**src/rtl/core/opi_pkg.sv**
```systemverilog
package opi_pkg;

  localparam int TAG_W = 32;
  localparam int LEN_W = 16;
  localparam int TIME_W = 32;
  localparam int DRAW_W = 16;
  localparam int LAG_W = 20;
  localparam int PCT_W = 7;
  localparam int CFG_IDX_W = 2;
  localparam int CFG_DATA_W = 20;

  localparam int MAX_RESULTS = 16;
  localparam int REL_W = $clog2(MAX_RESULTS + 1);

  localparam logic CMD_SEND = 1'b0;
  localparam logic CMD_TICK = 1'b1;

  localparam logic [CFG_IDX_W-1:0] REG_LAG = 2'd0;
  localparam logic [CFG_IDX_W-1:0] REG_LOSS = 2'd1;
  localparam logic [CFG_IDX_W-1:0] REG_DUP = 2'd2;
  localparam logic [CFG_IDX_W-1:0] REG_REORDER = 2'd3;

  typedef struct packed {
    logic [TAG_W-1:0] tag;
    logic [LEN_W-1:0] len;
    logic [TIME_W-1:0] due;
  } entry_t;

  typedef struct packed {
    logic shift;
    logic push;
    logic swap;
  } cell_ctrl_t;

  function automatic logic chance_below(input logic [DRAW_W-1:0] draw,
                                        input logic [PCT_W-1:0] pct);
    logic [DRAW_W+PCT_W-1:0] scaled;
    scaled = {{PCT_W{1'b0}}, draw} * (DRAW_W + PCT_W)'(100);
    return scaled < {pct, {DRAW_W{1'b0}}};
  endfunction

endpackage

```
**src/rtl/core/opi_in_if.sv**
```systemverilog
interface opi_in_if
  import opi_pkg::*;
  ();
  logic valid;
  logic ready;
  logic command;
  logic [TAG_W-1:0] packet_tag;
  logic [LEN_W-1:0] packet_length;
  logic [DRAW_W-1:0] draw_loss;
  logic [DRAW_W-1:0] draw_reorder;
  logic [DRAW_W-1:0] draw_duplicate;

  modport source (
    output valid, command, packet_tag, packet_length, draw_loss, draw_reorder,
      draw_duplicate,
    input ready
  );
  modport sink (
    input valid, command, packet_tag, packet_length, draw_loss, draw_reorder,
      draw_duplicate,
    output ready
  );
endinterface

```
**src/rtl/core/opi_out_if.sv**
```systemverilog
interface opi_out_if
  import opi_pkg::*;
  ();
  logic valid;
  logic ready;
  logic [TAG_W-1:0] out_tag;
  logic [LEN_W-1:0] out_length;
  logic last_of_run;

  modport source (
    output valid, out_tag, out_length, last_of_run,
    input ready
  );
  modport sink (
    input valid, out_tag, out_length, last_of_run,
    output ready
  );
endinterface

```
**src/rtl/core/opi_cell.sv**
```systemverilog
module opi_cell
  import opi_pkg::*;
#(
  parameter int CW = 5,
  parameter int INDEX = 0
) (
  input  logic clk,
  input  cell_ctrl_t ctrl,
  input  logic [CW-1:0] pos,
  input  entry_t bcast,
  input  entry_t from_prev,
  input  entry_t from_next,
  output entry_t q
);

  always_ff @(posedge clk) begin
    if (ctrl.shift) begin
      q <= from_next;
    end else if (ctrl.push && pos == CW'(INDEX)) begin
      q <= bcast;
    end else if (ctrl.swap && pos == CW'(INDEX)) begin
      q.tag <= from_prev.tag;
      q.len <= from_prev.len;
      q.due <= bcast.due;
    end else if (ctrl.swap && pos == CW'(INDEX + 1)) begin
      q.tag <= bcast.tag;
      q.len <= bcast.len;
    end
  end

endmodule

```
**src/rtl/core/outbound_packet_impairment.sv**
```systemverilog
// Network impairment stage for outbound packet descriptors: drops, delays,
// duplicates and reorders packets under four percentage/lag registers. A send
// with lag at most IMMEDIATE_LAG_LIMIT is accepted and its one or two results
// leave through the output register; a queued send gives no result; a dropped
// send gives none either. A tick releases up to 16 due packets from the delay
// queue, a row of cells that shifts one entry out of its head per cycle while
// the output is free. Results pass through a single output register, which
// back-pressure stalls. Configuration must be written only while the block is
// idle; the user is bound to this, as the block itself does not enforce it.
module outbound_packet_impairment
  import opi_pkg::*;
#(
  parameter int QUEUE_DEPTH = 16,
  parameter int IMMEDIATE_LAG_LIMIT = 100
) (
  input  logic clk,
  input  logic rst,
  input  logic cfg_we,
  input  logic [CFG_IDX_W-1:0] cfg_index,
  input  logic [CFG_DATA_W-1:0] cfg_data,
  opi_in_if.sink cmd,
  opi_out_if.source tx
);

  localparam int CW = $clog2(QUEUE_DEPTH + 1);

  localparam logic [2:0] S_IDLE = 3'd0;
  localparam logic [2:0] S_EMIT = 3'd1;
  localparam logic [2:0] S_PUSH = 3'd2;
  localparam logic [2:0] S_DUP = 3'd3;
  localparam logic [2:0] S_REL = 3'd4;

  logic [LAG_W-1:0] lag_ticks;
  logic [PCT_W-1:0] loss_percent;
  logic [PCT_W-1:0] duplicate_percent;
  logic [PCT_W-1:0] reorder_percent;

  logic [2:0] state;
  logic [TIME_W-1:0] time_now;
  logic [CW-1:0] count;
  logic [REL_W-1:0] rel_n;
  logic second;
  logic dup;
  logic reo;
  entry_t pkt;

  logic out_valid;
  logic [TAG_W-1:0] out_tag;
  logic [LEN_W-1:0] out_length;
  logic out_last;

  cell_ctrl_t ctrl;
  entry_t cells [QUEUE_DEPTH];

  logic accept;
  logic out_free;
  logic queue_room;
  logic [TIME_W-1:0] head_age;
  logic [TIME_W-1:0] next_age;
  logic head_due;
  logic next_due;
  logic lag_immediate;
  logic lost;

  assign cmd.ready = (state == S_IDLE);
  assign accept = cmd.valid && cmd.ready;
  assign out_free = !out_valid || tx.ready;
  assign queue_room = count < CW'(QUEUE_DEPTH);
  assign lag_immediate = lag_ticks <= LAG_W'(IMMEDIATE_LAG_LIMIT);
  assign lost = chance_below(cmd.draw_loss, loss_percent);

  // serial-number compare on the due time
  assign head_age = time_now - cells[0].due;
  assign next_age = time_now - cells[1].due;
  assign head_due = (count != '0) && (rel_n < REL_W'(MAX_RESULTS)) &&
                    !head_age[TIME_W-1];
  assign next_due = (count > CW'(1)) && (rel_n < REL_W'(MAX_RESULTS - 1)) &&
                    !next_age[TIME_W-1];

  assign tx.valid = out_valid;
  assign tx.out_tag = out_tag;
  assign tx.out_length = out_length;
  assign tx.last_of_run = out_last;

  always_comb begin
    ctrl = '0;
    case (state)
      S_PUSH: begin
        ctrl.swap = queue_room && reo && (count != '0);
        ctrl.push = queue_room && !(reo && (count != '0));
      end
      S_DUP: ctrl.push = queue_room;
      S_REL: ctrl.shift = head_due && out_free;
      default: ctrl = '0;
    endcase
  end

  for (genvar g = 0; g < QUEUE_DEPTH; g++) begin : g_cell
    entry_t prev_e;
    entry_t next_e;
    if (g == 0) begin : g_first
      assign prev_e = pkt;
    end else begin : g_mid
      assign prev_e = cells[g-1];
    end
    if (g == QUEUE_DEPTH - 1) begin : g_last
      assign next_e = cells[g];
    end else begin : g_inner
      assign next_e = cells[g+1];
    end
    opi_cell #(.CW(CW), .INDEX(g)) u_cell (
      .clk(clk),
      .ctrl(ctrl),
      .pos(count),
      .bcast(pkt),
      .from_prev(prev_e),
      .from_next(next_e),
      .q(cells[g])
    );
  end

  always_ff @(posedge clk) begin
    if (rst) begin
      lag_ticks <= '0;
      loss_percent <= '0;
      duplicate_percent <= '0;
      reorder_percent <= '0;
    end else if (cfg_we) begin
      case (cfg_index)
        REG_LAG: lag_ticks <= cfg_data;
        REG_LOSS: loss_percent <= cfg_data[PCT_W-1:0];
        REG_DUP: duplicate_percent <= cfg_data[PCT_W-1:0];
        REG_REORDER: reorder_percent <= cfg_data[PCT_W-1:0];
        default: lag_ticks <= lag_ticks;
      endcase
    end
  end

  always_ff @(posedge clk) begin
    if (accept) begin
      pkt.tag <= cmd.packet_tag;
      pkt.len <= cmd.packet_length;
      pkt.due <= time_now + {{(TIME_W - LAG_W){1'b0}}, lag_ticks};
      dup <= chance_below(cmd.draw_duplicate, duplicate_percent);
      reo <= chance_below(cmd.draw_reorder, reorder_percent);
    end
  end

  always_ff @(posedge clk) begin
    if (rst) begin
      state <= S_IDLE;
      time_now <= '0;
      count <= '0;
      rel_n <= '0;
      second <= 1'b0;
      out_valid <= 1'b0;
    end else begin
      if (out_valid && tx.ready) begin
        out_valid <= 1'b0;
      end
      case (state)
        S_IDLE: begin
          if (accept) begin
            if (cmd.command == CMD_TICK) begin
              time_now <= time_now + TIME_W'(1);
              rel_n <= '0;
              state <= S_REL;
            end else if (!lost) begin
              second <= 1'b0;
              state <= lag_immediate ? S_EMIT : S_PUSH;
            end
          end
        end
        S_EMIT: begin
          if (out_free) begin
            out_valid <= 1'b1;
            out_tag <= pkt.tag;
            out_length <= pkt.len;
            out_last <= second || !dup;
            if (second || !dup) begin
              state <= S_IDLE;
            end else begin
              second <= 1'b1;
            end
          end
        end
        S_PUSH: begin
          if (queue_room) begin
            count <= count + CW'(1);
          end
          state <= dup ? S_DUP : S_IDLE;
        end
        S_DUP: begin
          if (queue_room) begin
            count <= count + CW'(1);
          end
          state <= S_IDLE;
        end
        S_REL: begin
          if (!head_due) begin
            state <= S_IDLE;
          end else if (out_free) begin
            out_valid <= 1'b1;
            out_tag <= cells[0].tag;
            out_length <= cells[0].len;
            out_last <= !next_due;
            count <= count - CW'(1);
            rel_n <= rel_n + REL_W'(1);
          end
        end
        default: state <= S_IDLE;
      endcase
    end
  end

  a_count_bound: assert property (@(posedge clk) disable iff (rst)
    count <= CW'(QUEUE_DEPTH))
    else $error("queue count beyond depth");

  a_shift_emits: assert property (@(posedge clk) disable iff (rst)
    ctrl.shift |=> tx.valid && count == $past(count) - CW'(1))
    else $error("head shifted without a result");

  a_full_holds: assert property (@(posedge clk) disable iff (rst)
    ((state == S_PUSH || state == S_DUP) && count == CW'(QUEUE_DEPTH)) |=>
      count == CW'(QUEUE_DEPTH))
    else $error("push into a full queue");

endmodule

```
**src/flat_wrapper.sv**
```systemverilog
// flat-port wrapper written by rule: the top's interface ports become plain ports
module outbound_packet_impairment_flat import opi_pkg::*;
#(
  parameter int QUEUE_DEPTH = 16,
  parameter int IMMEDIATE_LAG_LIMIT = 100
)
  (clk, rst, cfg_we, cfg_index, cfg_data, cmd_valid, cmd_command, cmd_packet_tag, cmd_packet_length, cmd_draw_loss, cmd_draw_reorder, cmd_draw_duplicate, cmd_ready, tx_valid, tx_out_tag, tx_out_length, tx_last_of_run, tx_ready);
  opi_in_if cmd_i ();
  opi_out_if tx_i ();
  input  logic clk;
  input  logic rst;
  input  logic cfg_we;
  input  logic [CFG_IDX_W-1:0] cfg_index;
  input  logic [CFG_DATA_W-1:0] cfg_data;
  input wire logic [$bits(cmd_i.valid)-1:0] cmd_valid;
  input wire logic [$bits(cmd_i.command)-1:0] cmd_command;
  input wire logic [$bits(cmd_i.packet_tag)-1:0] cmd_packet_tag;
  input wire logic [$bits(cmd_i.packet_length)-1:0] cmd_packet_length;
  input wire logic [$bits(cmd_i.draw_loss)-1:0] cmd_draw_loss;
  input wire logic [$bits(cmd_i.draw_reorder)-1:0] cmd_draw_reorder;
  input wire logic [$bits(cmd_i.draw_duplicate)-1:0] cmd_draw_duplicate;
  output wire logic [$bits(cmd_i.ready)-1:0] cmd_ready;
  output wire logic [$bits(tx_i.valid)-1:0] tx_valid;
  output wire logic [$bits(tx_i.out_tag)-1:0] tx_out_tag;
  output wire logic [$bits(tx_i.out_length)-1:0] tx_out_length;
  output wire logic [$bits(tx_i.last_of_run)-1:0] tx_last_of_run;
  input wire logic [$bits(tx_i.ready)-1:0] tx_ready;
  assign cmd_i.valid = cmd_valid;
  assign cmd_i.command = cmd_command;
  assign cmd_i.packet_tag = cmd_packet_tag;
  assign cmd_i.packet_length = cmd_packet_length;
  assign cmd_i.draw_loss = cmd_draw_loss;
  assign cmd_i.draw_reorder = cmd_draw_reorder;
  assign cmd_i.draw_duplicate = cmd_draw_duplicate;
  assign cmd_ready = cmd_i.ready;
  assign tx_valid = tx_i.valid;
  assign tx_out_tag = tx_i.out_tag;
  assign tx_out_length = tx_i.out_length;
  assign tx_last_of_run = tx_i.last_of_run;
  assign tx_i.ready = tx_ready;
  outbound_packet_impairment #(.QUEUE_DEPTH(QUEUE_DEPTH), .IMMEDIATE_LAG_LIMIT(IMMEDIATE_LAG_LIMIT)) u_core (.clk(clk), .rst(rst), .cfg_we(cfg_we), .cfg_index(cfg_index), .cfg_data(cfg_data), .cmd(cmd_i), .tx(tx_i));
endmodule
```
**config.mk**
```make
export PLATFORM = sky130hd
export DESIGN_NAME = outbound_packet_impairment_flat
export DESIGN_NICKNAME = d
export VERILOG_FILES = /design/src/rtl/core/opi_pkg.sv /design/src/rtl/core/opi_in_if.sv /design/src/rtl/core/opi_out_if.sv /design/src/rtl/core/opi_cell.sv /design/src/rtl/core/outbound_packet_impairment.sv /design/src/flat_wrapper.sv
export SDC_FILE = /design/constraint.sdc
export NUM_CORES = 2
export LEC_CHECK = 0
export ABC_AREA = 1
export BUFFER_PORTS_ARGS = -buffer_cell sky130_fd_sc_hd__buf_2
export CAP_MARGIN = 20
export CORE_MARGIN = 10
export CORE_UTILIZATION = 35
export CTS_BUF_LIST = sky130_fd_sc_hd__clkbuf_8
export DETAILED_ROUTE_END_ITERATION = 12
export GPL_ROUTABILITY_DRIVEN = 0
export PLACE_DENSITY_LB_ADDON = 0.25
export SETUP_SLACK_MARGIN = 0.3
export SLEW_MARGIN = 10
export SYNTH_ARGS = -nofsm -noshare
export SYNTH_HDL_FRONTEND = slang
export SYNTH_SLANG_ARGS = --single-unit
```
**constraint.sdc**
```tcl
create_clock -name clk -period 5.3 [get_ports clk]
set_input_delay 0.53 -clock clk [delete_from_list [all_inputs] [get_ports clk]]
set_output_delay 0.53 -clock clk [all_outputs]
set_load 0.02 [all_outputs]
```
Yosys cells after proc, flatten, opt, wreduce, memory -nomap -nowiden
Index checks and enable logic that the tools add are counted.
{"block": "totals", "word_cells": 348, "register_bits": 1499}
{"block": "op_classes", "n_lt_le_gt_ge": 8, "n_reduce_logical": 105, "bitwise_logic": 2, "eq_ne": 35, "add_sub_neg": 7, "mul": 3, "mux": 122}
{"cell": "$mux W80", "n": 31}
{"cell": "$mux W48", "n": 32}
{"cell": "$mux W32", "n": 19}
{"cell": "$lt A23 B23 Y1", "n": 3}
{"cell": "$pmux W32 S2", "n": 1}
{"cell": "$sub A32 B32 Y32", "n": 2}
{"cell": "$mul A16 B5 Y21 const B", "n": 3}
{"cell": "$reduce_bool A4 Y1", "n": 15}
{"cell": "$mux W16", "n": 3}
{"cell": "$reduce_bool A3 Y1", "n": 16}
{"cell": "$logic_and A1 B1 Y1", "n": 44}
{"cell": "$eq A5 B4 Y1 const B", "n": 8}
{"cell": "$mux W5", "n": 7}
{"cell": "$add A32 B1 Y32 const B", "n": 1}
{"cell": "$add A32 B20 Y32", "n": 1}
{"cell": "$pmux W16 S2", "n": 1}
{"cell": "$eq A5 B3 Y1 const B", "n": 4}
{"cell": "$le A20 B7 Y1 const B", "n": 1}
{"cell": "$pmux W5 S2", "n": 2}
{"cell": "$mux W3", "n": 6}
{"cell": "$reduce_and A5 Y1", "n": 3}
{"cell": "$mux W1", "n": 13}
{"cell": "$ne A2 B2 Y1 const B", "n": 6}
{"cell": "$pmux W3 S4", "n": 1}
{"cell": "30 further kinds", "n": 59}

Longest topological paths before layout
{"block": "depth", "depth_word": 9, "depth_mapped": 26}

Modules after synthesis
From an unflattened synthesis, not the netlist that was laid out.
{"block": "hier_totals", "hier_cells": 10813, "hier_area_um2": 86730.7}
{"mod": "outbound_packet_impairment", "cells_per_inst": 1860, "seq_area_each_um2": 5695.5, "instances": 1, "area_per_inst_um2": 15697.6}
{"mod": "opi_cell at u_core.g_cell[5].u_cell ...", "cells_per_inst": 563, "seq_area_each_um2": 2402.3, "instances": 2, "area_per_inst_um2": 4464.3}
{"mod": "opi_cell at u_core.g_cell[4].u_cell ...", "cells_per_inst": 562, "seq_area_each_um2": 2402.3, "instances": 2, "area_per_inst_um2": 4458.0}
{"mod": "opi_cell at u_core.g_cell[10].u_cell ...", "cells_per_inst": 563, "seq_area_each_um2": 2402.3, "instances": 2, "area_per_inst_um2": 4455.5}
{"mod": "opi_cell at u_core.g_cell[11].u_cell", "cells_per_inst": 564, "seq_area_each_um2": 2402.3, "instances": 1, "area_per_inst_um2": 4479.3}
{"mod": "opi_cell at u_core.g_cell[7].u_cell", "cells_per_inst": 564, "seq_area_each_um2": 2402.3, "instances": 1, "area_per_inst_um2": 4470.5}
{"mod": "opi_cell at u_core.g_cell[3].u_cell", "cells_per_inst": 565, "seq_area_each_um2": 2402.3, "instances": 1, "area_per_inst_um2": 4466.8}
{"mod": "opi_cell at u_core.g_cell[14].u_cell", "cells_per_inst": 562, "seq_area_each_um2": 2402.3, "instances": 1, "area_per_inst_um2": 4454.3}
{"mod": "opi_cell at u_core.g_cell[13].u_cell", "cells_per_inst": 562, "seq_area_each_um2": 2402.3, "instances": 1, "area_per_inst_um2": 4445.5}
{"mod": "opi_cell at u_core.g_cell[1].u_cell", "cells_per_inst": 564, "seq_area_each_um2": 2402.3, "instances": 1, "area_per_inst_um2": 4406.7}
{"mod": "opi_cell at u_core.g_cell[12].u_cell", "cells_per_inst": 514, "seq_area_each_um2": 2402.3, "instances": 1, "area_per_inst_um2": 4405.5}
{"mod": "opi_cell at u_core.g_cell[2].u_cell", "cells_per_inst": 562, "seq_area_each_um2": 2402.3, "instances": 1, "area_per_inst_um2": 4388.0}
{"mod": "opi_cell at u_core.g_cell[15].u_cell", "cells_per_inst": 562, "seq_area_each_um2": 2402.3, "instances": 1, "area_per_inst_um2": 4385.5}
{"mod": "opi_cell at u_core.g_cell[0].u_cell", "cells_per_inst": 558, "seq_area_each_um2": 2402.3, "instances": 1, "area_per_inst_um2": 4375.4}

Worst setup path before layout
Ideal clock, no wire load.
{"block": "synth_timing", "path_kind": "register to register", "start": "reg u_core.count[0]", "end": "reg u_core.g_cell[15].u_cell.q[32] (netlist bit) (enable)", "arrival_ps": 4454, "setup_time_ps": 520, "synth_period_minus_slack_ps": 4974, "path_slack_ps": 326, "stages_incl_launch_ff": 9, "n_path_buf": 0, "path_cell_list": "dfxtp_1 > inv_1 > ha_1 > nand2_2 > nor2_2 > nor2_1 > o31ai_1 > nand2_1 > o21ai_0"}
{"block": "synth_via", "elab_chain_len": 8}
{"item": "start: declaration", "line_no": "outbound_packet_impairment.sv:40", "source": "logic [CW-1:0] count;"}
{"item": "start signal: assignment", "line_no": "outbound_packet_impairment.sv:189", "source": "count <= count + CW'(1);"}
{"item": "start signal: assignment", "line_no": "outbound_packet_impairment.sv:195", "source": "count <= count + CW'(1);"}
{"item": "start signal: assignment", "line_no": "outbound_packet_impairment.sv:207", "source": "count <= count - CW'(1);"}
{"item": "parallel branches: the longest is 7 deep, another holds $lt A5 B5 Y1"}
{"item": "$reduce_and A2 Y1 (no line) *"}
{"item": "end signal: assignment", "line_no": "opi_cell.sv:18", "source": "q <= from_next;"}
{"item": "end signal: assignment", "line_no": "opi_cell.sv:20", "source": "q <= bcast;"}
{"item": "end: declaration", "line_no": "opi_cell.sv:13", "source": "output entry_t q"}
Every way passes the cells marked *.
A chain may end at the register's enable or synchronous reset.

Worst setup path after layout
{"block": "layout_timing", "start": "reg u_core.time_now[30]", "end": "reg u_core.g_cell[8].u_cell.q[19] (netlist bit) (data pin)"}
{"block": "layout_via", "elab_chain_len": 6}
{"item": "start: declaration", "line_no": "outbound_packet_impairment.sv:39", "source": "logic [TIME_W-1:0] time_now;"}
{"item": "start signal: assignment", "line_no": "outbound_packet_impairment.sv:165", "source": "time_now <= time_now + TIME_W'(1);"}
{"item": "$sub A32 B32 Y32", "line_no": "outbound_packet_impairment.sv:73", "source": "assign head_age = time_now - cells[0].due;"}
{"item": "$logic_not A1 Y1", "line_no": "outbound_packet_impairment.sv:76", "source": "!head_age[TIME_W-1];"}
{"item": "$logic_and A1 B1 Y1", "line_no": "outbound_packet_impairment.sv:75", "source": "assign head_due = (count != '0) && (rel_n < REL_W'(MAX_RESULTS)) &&"}
{"item": "$logic_and A1 B1 Y1", "line_no": "outbound_packet_impairment.sv:93", "source": "S_REL: ctrl.shift = head_due && out_free;"}
{"item": "$mux W1", "line_no": "outbound_packet_impairment.sv:87", "source": "case (state)"}
{"item": "$mux W80", "line_no": "opi_cell.sv:17", "source": "if (ctrl.shift) begin"}
{"item": "end signal: assignment", "line_no": "opi_cell.sv:18"}
{"item": "end signal: assignment", "line_no": "opi_cell.sv:20"}
{"item": "end: declaration", "line_no": "opi_cell.sv:13"}
Every way passes these cells.

==> results.tsv <==
stage	metric	value	unit
logic_synthesis	syn_area	74600	um^2
layout	drive_gt1_frac	0.0876	
run_status	status	finished clean	
route	drc_errors	0	
worst_hold_path	hp-class	primary input to register	
sta	setup_viol	0	
route	wl_per_cell	18.8	um
layout	area_growth	11.8	%
placement	dp_cells	10200	
power	power.switching	9570	uW
sta	min_period	4250	ps
setup_path	end_kind	register	
placement	port_buffers	174	
logic_synthesis	async_flop_share	0	
setup_path	cp_slowest_cell	buf_12	
clock_tree	cts_made_buffers	288	
floorplanning	start_util	0.352	
power	p_seq_frac	0.473	
clock_tree	cts_buffer_depth	4	
job	drv_cap	0	
floorplanning	rows	169	
clock_tree	clock_latency	1010	ps
layout	layout.cells.non_filler	10700	
sta	skew	119	ps
floorplanning	core-area	212000	um^2
grt	grtUsageTotal	0.169	
power	clkPwrFrac	0.323	
sta	fin_setup_tns	0	ps
floorplanning	ios	175	
route	final_antenna_net_count	0	
logic_synthesis	yosys_warnings	0	
route	firstDrtPassIters	6	
sta	rsz0062_at_grt	no	
logic_synthesis	syn_inst	7599	
floorplanning	die_y	482	um
power	power_density	374	nW/um^2
setup_path	cp.required	6080	ps
layout	nFillCells	20900	
clock_tree	cts-resized-gates	0	
placement	detailed_place_hpwl	120	mm
layout	seq_area	44100	um^2
clock_tree	htreeDepth	5	
route	routed_wl	202	mm
layout	multi_input_comb_area	26100	um^2
power	p_comb_frac	0.204	
route	viasPerCell	5.13	
setup_path	cp-start-kind	register	
grt	grt_pass1_vias	54900	
power	p_leak	0.0335	uW
logic_synthesis	ys_ff_latch	1499	
setup_path	cpPeakStageDelay	720	ps
setup_path	cpMostUsedCell	nand2_1	
grt	grt_pass1_wl	314	mm
layout	final_nets	8135	
logic_synthesis	synth_edf_count	1411	
power	switching_share	0.307	
grt	grt_max_degree	248	
grt	antenna_found_initial	11	
logic_synthesis	syn_area_per_cell	9.82	um^2
clock_tree	clock-root-buffer	clkbuf_8	
power	p_int	21600	uW
sta	drv_slew	0	
sta	finalHoldViolCount	0	
route	via_count	55100	
power	ir_drop	0.000273	V
sta	post-route-period-util	0.801	
floorplanning	die_w	482	um
setup_path	crit_fanout	247	
logic_synthesis	yosysSeqAreaShare	0.591	
sta	slew_headroom	0.224	
sta	max_freq	235	MHz
setup_path	crit_chain	ha_1 > nand2_1 > nor2_1 > and2_1 > nand2_1 > nor2_1 > nand2_1 > nand3_1 > nand3_1 > nor2_4 > buf_12 > buf_12 > nand3_1 > nand2_1	
clock_tree	cts.clk_slew.worst_paths	70	ps
logic_synthesis	yosysUniqueCellTypes	48	
clock_tree	cts_tree	done	
logic_synthesis	synth_nets	8012	
setup_path	arrival	5030	ps
setup_path	path_class	register to register	
grt	overflow	0	
route	drt_first_iter_violations	4243	
logic_synthesis	ys.flop_type	edfxtp_1	
sta	worst_slew_pin_slew	1150	ps
clock_tree	cts_sinks	1499	
floorplanning	die_area	232000	um^2
==> layout make-up <==
class / instances / share of cell area
Antenna cell: 14 / 0.000420
Clock buffer: 298 / 0.0492
Clock inverter: 167 / 0.00807
Inverter: 498 / 0.0224
Multi-Input combinational cell: 5070 / 0.313
Sequential cell: 1499 / 0.529
Tap cell: 2821 / 0.0423
Timing Repair Buffer: 365 / 0.0360
==> layer usage <==
layer,routed length [um],track usage,vias up
met5,7,0,-
met4,5780,0.0534,2
met3,8100,0.0239,390
met2,98400,0.292,1140
met1,89400,0.219,27000
li1,-,-,26600
==> critical path, delay by kind of cell, from the launching register on <==
family / cells / cell delay, ps
AND/OR/NAND/NOR: 11 / 1660
buffers and inverters: 2 / 1250
flip-flops: 1 / 390
adder cells (fa/ha/maj): 1 / 330
==> cell usage in the layout, fill, tap and decap left out, drive strengths merged, types with 14 or more instances in the layout <==
cell type	instances
nor2	780
xor2	49
clkbuf	298
ha	258
dlygate4sd3	79
o211ai	100
nand3	527
a21oi	760
xnor2	17
diode	14
clkinv	104
inv	554
nand2	1541
nor3	30
buf	286
o21ai	888
nand4	36
dfxtp	88
edfxtp	1411
fa	31
==> stage by stage <==
step / hold WS (ps) / utilization / cell area [um^2] / power, uW / worst slack (ps)
final: 146 / 0.393 / 83400 / 31200 / 1050
after global routing: 83.0 / 0.393 / 83400 / 32900 / 713
after CTS: 33.7 / 0.393 / 83400 / 31600 / 1120
after detailed placement: 436 / 0.367 / 77800 / 21400 / 861
after global placement: 432 / 0.367 / 77800 / 21200 / 876
after floorplan: 427 / - / 74600 / 19500 / 326
==> power groups by stage <==
stage / logic, uW / clock network [uW] / registers [uW]
2_1_floorplan: 4470 / 0 / 15000
3_3_place_gp: 6240 / 0 / 15000
3_5_place_dp: 6410 / 0 / 15000
4_1_cts: 6490 / 10400 / 14700
5_1_grt: 7290 / 10800 / 14800
6_report: 6370 / 10100 / 14700
==> state kept, by name (all words and copies together) (netlist names) <==
register / count
u_core.tx.valid: 1
u_core.count: 5
u_core.loss_percent: 7
u_core.state: 3
u_core.tx.out_tag: 32
u_core.reorder_percent: 7
u_core.tx.last_of_run: 1
u_core.dup: 1
u_core.time_now: 32
u_core.second: 1
u_core.lag_ticks: 20
u_core.reo: 1
u_core.tx.out_length: 16
u_core.duplicate_percent: 7
u_core.g_cell.prev_e: 80
u_core.rel_n: 5
u_core.g_cell.u_cell.q: 1280
==> path summary, 6_finish.rpt <==
path	startpoint	to	slack (ps)	cells after the start
max	u_core.time_now[30]	u_core.g_cell[8].u_cell.q[19]	1050	14
min	cfg_we	u_core.loss_percent[4]	150	5
max reg2reg	u_core.time_now[30]	u_core.g_cell[8].u_cell.q[19]	1050	14
min reg2reg	u_core.g_cell[0].prev_e[7]	u_core.g_cell[15].u_cell.q[7]	450	0
==> cell usage after synthesis (2+ instances only) <==
| cell | number | area share |
|---|---|---|
| edfxtp_1 | 1411 | 0.57 |
| nand4_1 | 36 | 0.0030 |
| inv_1 | 444 | 0.022 |
| o21a_1 | 3 | 0.00030 |
| nand3_1 | 527 | 0.035 |
| a21o_1 | 7 | 0.00070 |
| xor2_1 | 49 | 0.0058 |
| o31ai_1 | 2 | 0.00020 |
| clkinv_1 | 49 | 0.0025 |
| o211ai_1 | 90 | 0.0091 |
| a21oi_1 | 760 | 0.051 |
| nand2_2 | 4 | 0.00034 |
| clkbuf_1 | 227 | 0.011 |
| nand2_4 | 30 | 0.0045 |
| buf_2 | 193 | 0.013 |
| nand3b_1 | 5 | 0.00050 |
| a31oi_1 | 3 | 0.00025 |
| o21bai_1 | 7 | 0.00070 |
| nor2_2 | 4 | 0.00034 |
| o211ai_2 | 10 | 0.0017 |
| o21ai_0 | 767 | 0.051 |
| o21ai_1 | 121 | 0.0081 |
| dfxtp_1 | 88 | 0.024 |
| a211oi_1 | 4 | 0.00040 |
| buf_6 | 38 | 0.0057 |
| buf_1 | 16 | 0.00080 |
| nor4_1 | 5 | 0.00042 |
| nor3_1 | 29 | 0.0019 |
| a21boi_0 | 6 | 0.00060 |
| nor2_4 | 2 | 0.00030 |
| xnor2_1 | 17 | 0.0020 |
| nor2_1 | 774 | 0.039 |
| fa_1 | 31 | 0.0083 |
| ha_1 | 258 | 0.043 |
| buf_4 | 58 | 0.0058 |
| inv_2 | 5 | 0.00025 |
| nand2_1 | 1507 | 0.076 |
| or2_2 | 2 | 0.00017 |
==> timing repair <==
item                      CTS  global route
setup buffers               0             0
hold buffers               79             0
hold endpoints to repair  100             0
==> logic make-up (layout without fill, tap and decap cells) <==
family          Yosys count  after routing  synth area share
fa+ha+maj               289            289            0.0516
xor+xnor                 66             66           0.00775
simple gates           2931           2931             0.163
compound gates         1784           1784             0.125
buf+inv                1030           1328            0.0618
flops                  1499           1499             0.591
other cells               0             14                 0
Note: power is estimated with default switching activity, not from simulation.
